### config.mk
export PLATFORM = sky130hd
export DESIGN_NAME = rbfh_div
export DESIGN_NICKNAME = d
export VERILOG_FILES = /design/src/rtl/core/rbfh_pkg.sv /design/src/rtl/core/rbfh_div.sv
export SDC_FILE = /design/constraint.sdc
export NUM_CORES = 2
export LEC_CHECK = 0
export BUFFER_PORTS_ARGS = -buffer_cell sky130_fd_sc_hd__buf_2
export CORE_UTILIZATION = 32
export DETAILED_ROUTE_END_ITERATION = 8
export PLACE_DENSITY = 0.48
export SETUP_SLACK_MARGIN = 0.1
export SYNTH_ARGS = -nofsm -noshare
export SYNTH_HDL_FRONTEND = slang
export SYNTH_SLANG_ARGS = --single-unit
### constraint.sdc
create_clock -name clk -period 12.2 [get_ports clk]
set_input_delay 2.44 -clock clk [delete_from_list [all_inputs] [get_ports clk]]
set_output_delay 2.44 -clock clk [all_outputs]
set_load 0.03 [all_outputs]
### src/rtl/core/rbfh_pkg.sv
// Shared types, constants and helpers for the ray/box face crossing core.
package rbfh_pkg;

  localparam int COORD_W        = 20;
  localparam int AXIS_W         = 16;
  localparam int AXIS_FRAC_BITS = 14;
  localparam int FRAC_BITS      = 16;
  localparam int FRAC_W         = FRAC_BITS + 1;
  localparam int NUM_FACES      = 6;
  localparam int DIV_W          = 38;
  localparam int DIV_STEPS      = FRAC_W;
  localparam int CFG_IDX_W      = 3;
  localparam int CFG_DATA_W     = 60;

  // Configuration register indexes
  typedef enum logic [CFG_IDX_W-1:0] {
    CFG_AXIS_X  = 3'd0,
    CFG_AXIS_Y  = 3'd1,
    CFG_AXIS_Z  = 3'd2,
    CFG_CENTER  = 3'd3,
    CFG_EXTENTS = 3'd4
  } cfg_idx_t;

  typedef struct packed {
    logic signed [COORD_W-1:0] origin_x;
    logic signed [COORD_W-1:0] origin_y;
    logic signed [COORD_W-1:0] origin_z;
    logic signed [COORD_W-1:0] span_x;
    logic signed [COORD_W-1:0] span_y;
    logic signed [COORD_W-1:0] span_z;
  } item_t;

  typedef struct packed {
    logic                      hit_valid;
    logic [2:0]                face_index;
    logic [FRAC_W-1:0]         fraction;
    logic signed [COORD_W-1:0] hit_x;
    logic signed [COORD_W-1:0] hit_y;
    logic signed [COORD_W-1:0] hit_z;
    logic signed [AXIS_W-1:0]  normal_x;
    logic signed [AXIS_W-1:0]  normal_y;
    logic signed [AXIS_W-1:0]  normal_z;
    logic signed [COORD_W-1:0] pen_depth;
    logic                      last_result;
  } result_t;

  // Clamp a wide signed value to the coordinate range
  function automatic logic signed [COORD_W-1:0] sat_coord(input logic signed [39:0] v);
    logic signed [39:0] hi;
    logic signed [39:0] lo;
    hi = 40'sd524287;
    lo = -40'sd524288;
    if (v > hi) begin
      sat_coord = COORD_W'(hi);
    end else if (v < lo) begin
      sat_coord = COORD_W'(lo);
    end else begin
      sat_coord = COORD_W'(v);
    end
  endfunction

  // Negate an axis component; the most negative code maps to the max
  function automatic logic signed [AXIS_W-1:0] neg_axis(input logic signed [AXIS_W-1:0] v);
    if (v == {1'b1, {(AXIS_W-1){1'b0}}}) begin
      neg_axis = {1'b0, {(AXIS_W-1){1'b1}}};
    end else begin
      neg_axis = -v;
    end
  endfunction

endpackage

### src/rtl/core/rbfh_div.sv
// Pipelined restoring divider: quotient of num * 2^16 / den for num <= den.
module rbfh_div (
  input  logic                            clk,
  input  logic                            en,
  input  logic [rbfh_pkg::DIV_W-1:0]      num,
  input  logic [rbfh_pkg::DIV_W-1:0]      den,
  output logic [rbfh_pkg::FRAC_W-1:0]     quo
);

  logic [rbfh_pkg::DIV_W-1:0]  rem [rbfh_pkg::DIV_STEPS-1];
  logic [rbfh_pkg::DIV_W-1:0]  dvs [rbfh_pkg::DIV_STEPS-1];
  logic [rbfh_pkg::FRAC_W-1:0] qt  [rbfh_pkg::DIV_STEPS];

  // One quotient bit per stage, MSB first
  for (genvar j = 0; j < rbfh_pkg::DIV_STEPS; j++) begin : g_step
    logic [rbfh_pkg::DIV_W:0]    trial;
    logic [rbfh_pkg::DIV_W-1:0]  den_in;
    logic [rbfh_pkg::FRAC_W-1:0] q_in;
    logic                        take;

    if (j == 0) begin : g_first
      assign trial  = {1'b0, num};
      assign den_in = den;
      assign q_in   = '0;
    end else begin : g_next
      assign trial  = {rem[j-1], 1'b0};
      assign den_in = dvs[j-1];
      assign q_in   = qt[j-1];
    end

    assign take = (trial >= {1'b0, den_in});

    always_ff @(posedge clk) begin
      if (en) begin
        qt[j] <= {q_in[rbfh_pkg::FRAC_W-2:0], take};
      end
    end

    if (j < rbfh_pkg::DIV_STEPS - 1) begin : g_carry
      always_ff @(posedge clk) begin
        if (en) begin
          rem[j] <= take ? rbfh_pkg::DIV_W'(trial - {1'b0, den_in})
                         : trial[rbfh_pkg::DIV_W-1:0];
          dvs[j] <= den_in;
        end
      end
    end
  end

  assign quo = qt[rbfh_pkg::DIV_STEPS-1];

endmodule

==> results.json <==
{
  "initial_core_util_pct": 32.19,
  "post_cts_buffers": 0,
  "die_area_um2": 257700,
  "setup_viol": 0,
  "cp_max_fo": 61,
  "hold_viol_final": 0,
  "synth.avg_cell_area_um2": 10.67,
  "tns_ns": 0,
  "whs_path_depth": 0,
  "min-delay-start": "qt[15][3]",
  "yosysUniqueCellTypes": 93,
  "drv_slew": 0,
  "cts.sinks": 1369,
  "nFillCells": 25170,
  "path_clk_slew_ns": 0.06,
  "synth-seq-area-share_pct": 50.25,
  "wl_um": 214000,
  "rsz0062_at_grt": "no",
  "grt_pass1_vias": 58090,
  "maxSlewHeadroom_pct": 3.290,
  "grt_antenna_before_repair": 3,
  "layout_common_cells": "edfxtp_1 (1369), a21oi_1 (842), inv_1 (811), ha_1 (645), nor2_1 (513)",
  "cp-end-kind": "flop",
  "core_um2": 254200,
  "synth_warnings": 0,
  "layout_commonest_cell": "edfxtp_1",
  "cap_violations": 0,
  "root_buffer": "clkbuf_16",
  "status": "completed",
  "dr.pass1.iters": 5,
  "cp_top_family": "compound AO/OA/AOI/OAI gates",
  "timing.rr.start": "rem[1][0]",
  "final_cells": 11280,
  "cts_resized": 0,
  "p_total_mw": 24.41,
  "grt_max_degree": 155,
  "drt-vias-per-instance": 4.977,
  "rows": 185,
  "worst_r2r_path_depth": 13,
  "arrival_ns": 6.52,
  "post-route-util_pct": 36.01,
  "gp_congestion": 0.8850,
  "drive_gt1_share_pct": 7.736,
  "grt_overflow": 0,
  "fin_skew_ns": 0.03134,
  "vias": 56140,
  "grt_usage_pct": 16.34,
  "worstHoldPathType": "flop to flop",
  "ys.flop_type": "edfxtp_1",
  "cp_num_buf_inv": 4,
  "regToRegSetupSlack_ns": 7.20,
  "p_leak_nw": 37.35,
  "path_cells": "buf_2 > inv_1 > ha_1 > inv_1 > fa_1 > a211oi_1 > o21bai_1 > a21oi_1 > o221ai_1 > a221o_1 > a21oi_1 > o31ai_1 > a31oi_1 > o221ai_4 > buf_4 > mux2_2",
  "htreeDepth": 4,
  "path_class": "input port to flop",
  "synthesis.nets": 8409,
  "fin_nets": 8517,
  "place_inst": 10970,
  "first_iter_violations": 2823,
  "fmax_mhz": 168.5,
  "async_reset_ff_share_pct": 0,
  "period_minus_slack_ns": 5.935,
  "synth_seq_cells": 1369,
  "worst_hold_path.endpoint": "qt[16][4]",
  "fin_crit_sh_pct": 48.64,
  "required_ns": 12.78,
  "crit_path_start_kind": "input port",
  "drc": 0,
  "max_stage_delay_ns": 0.49,
  "synth_area_um2": 81810,
  "grt_pass1_wl_um": 327400,
  "io_pins": 95,
  "cts_buffers": 169,
  "place_hpwl_um": 167800,
  "cts_buffer_depth": 3,
  "synthToLayoutAreaGrowth_pct": 11.88,
  "cts_tree": "built",
  "worstSkewPairLatency_ns": 0.86,
  "port_buffers": 94,
  "die_h_um": 507.6,
  "postCtsHoldBufs": 0,
  "r2r-end": "rem[1][50]",
  "wl_per_cell_um": 18.97,
  "die_w_um": 507.6,
  "slowest_stage": "a221o_1",
  "timing.hold.ws_ns": 0.3916,
  "netlist_instances": 7670,
  "worst_slew_pin_slew_ns": 1.440,
  "drtAntennaViolNets": 0,
  "p_per_area_nw_per_um2": 266.7,
  "ir_drop_v": 0.0001672,
  "synth_edf_count": 1369
}
[synth_stat cells (13+ instances only)]
cell type | n | area share [%]
a21o_1 | 363 | 3.3
o21bai_1 | 111 | 1.0
fa_1 | 16 | 0.39
o21ai_1 | 17 | 0.10
ha_1 | 645 | 9.9
edfxtp_1 | 1369 | 50
buf_2 | 44 | 0.27
o21a_1 | 65 | 0.60
mux2_4 | 16 | 0.29
nand2_1 | 500 | 2.3
and4_1 | 16 | 0.17
mux2_2 | 159 | 2.2
a2111oi_0 | 14 | 0.15
o211ai_1 | 27 | 0.25
or3_1 | 22 | 0.17
and2_1 | 38 | 0.29
nand2b_1 | 68 | 0.52
nand3_1 | 120 | 0.73
o41ai_1 | 14 | 0.15
xnor2_1 | 329 | 3.5
nor3_1 | 63 | 0.39
clkbuf_1 | 147 | 0.67
a211oi_1 | 40 | 0.37
o31ai_1 | 34 | 0.31
a21boi_0 | 15 | 0.14
o21ai_0 | 446 | 2.7
or2_2 | 13 | 0.099
a221oi_1 | 16 | 0.17
nor4_1 | 31 | 0.24
a31oi_1 | 69 | 0.53
inv_1 | 811 | 3.7
nor2_1 | 513 | 2.4
and3_1 | 52 | 0.40
nand4_1 | 98 | 0.75
a21oi_1 | 842 | 5.2
xor2_1 | 212 | 2.3
nor2b_1 | 98 | 0.75
[metal layers]
metal | global-route usage, % | vias to the layer above | routed length (µm)
li1 | - | 28160 | -
met1 | 16.21 | 26510 | 79770
met2 | 30.97 | 960 | 111700
met3 | 2.179 | 509 | 5913
met4 | 11.86 | 0 | 16580
met5 | 0 | - | 0
[how the worst max path moves through the flow]
| stage | from | endpoint | slack (ns) | depth (start not counted) |
|---|---|---|---|---|
| floorplan | num[0] | rem[0][10] | 6.63 | 15 |
| global placement | num[0] | rem[0][11] | 5.37 | 16 |
| detailed placement | num[0] | rem[0][7] | 5.45 | 16 |
| CTS | num[0] | rem[0][7] | 6.35 | 16 |
| global route | num[0] | rem[0][3] | 6.15 | 16 |
| finish | num[0] | rem[0][1] | 6.27 | 16 |
[report_power, final]
part / switching, mW / internal [mW] / total, mW
logic: 6.89 / 4.81 / 11.7
registers: 0.754 / 7.11 / 7.86
clock network: 2.02 / 2.83 / 4.85
total: 9.66 / 14.7 / 24.4
[registers in the layout, indices dropped and copies added, names as in the netlist]
register,cells
dvs,608
rem,608
qt,153
[cells by family after synthesis]
kind of cell | share of synthesized area, %
buffers and inverters | 4.778
multiplexers | 2.592
adder cells (fa/ha/maj) | 10.26
AND/OR/NAND/NOR | 9.500
flip-flops | 50.25
XOR/XNOR | 5.792
AO/OA/AOI/OAI | 16.83
[per-stage QoR]
stage | worst slack [ns] | instance area (µm²)
after floorplan | 6.634 | 81810
after global placement | 5.369 | 86180
after detailed placement | 5.453 | 86180
after CTS | 6.348 | 91520
after global routing | 6.154 | 91530
final | 6.265 | 91530
[area by class of cell]
cell class | instances | area (µm²) | share of cell area [%]
Inverter | 812 | 3048 | 3.330
Multi-Input combinational cell | 5285 | 36910 | 40.33
Timing Repair Buffer | 141 | 900.9 | 0.9843
Tap cell | 3366 | 4212 | 4.601
Clock inverter | 95 | 918.4 | 1.003
Antenna cell | 2 | 5.005 | 0.005468
Clock buffer | 209 | 4422 | 4.831
Sequential cell | 1369 | 41110 | 44.91
Power figures use the tool's default switching activity.
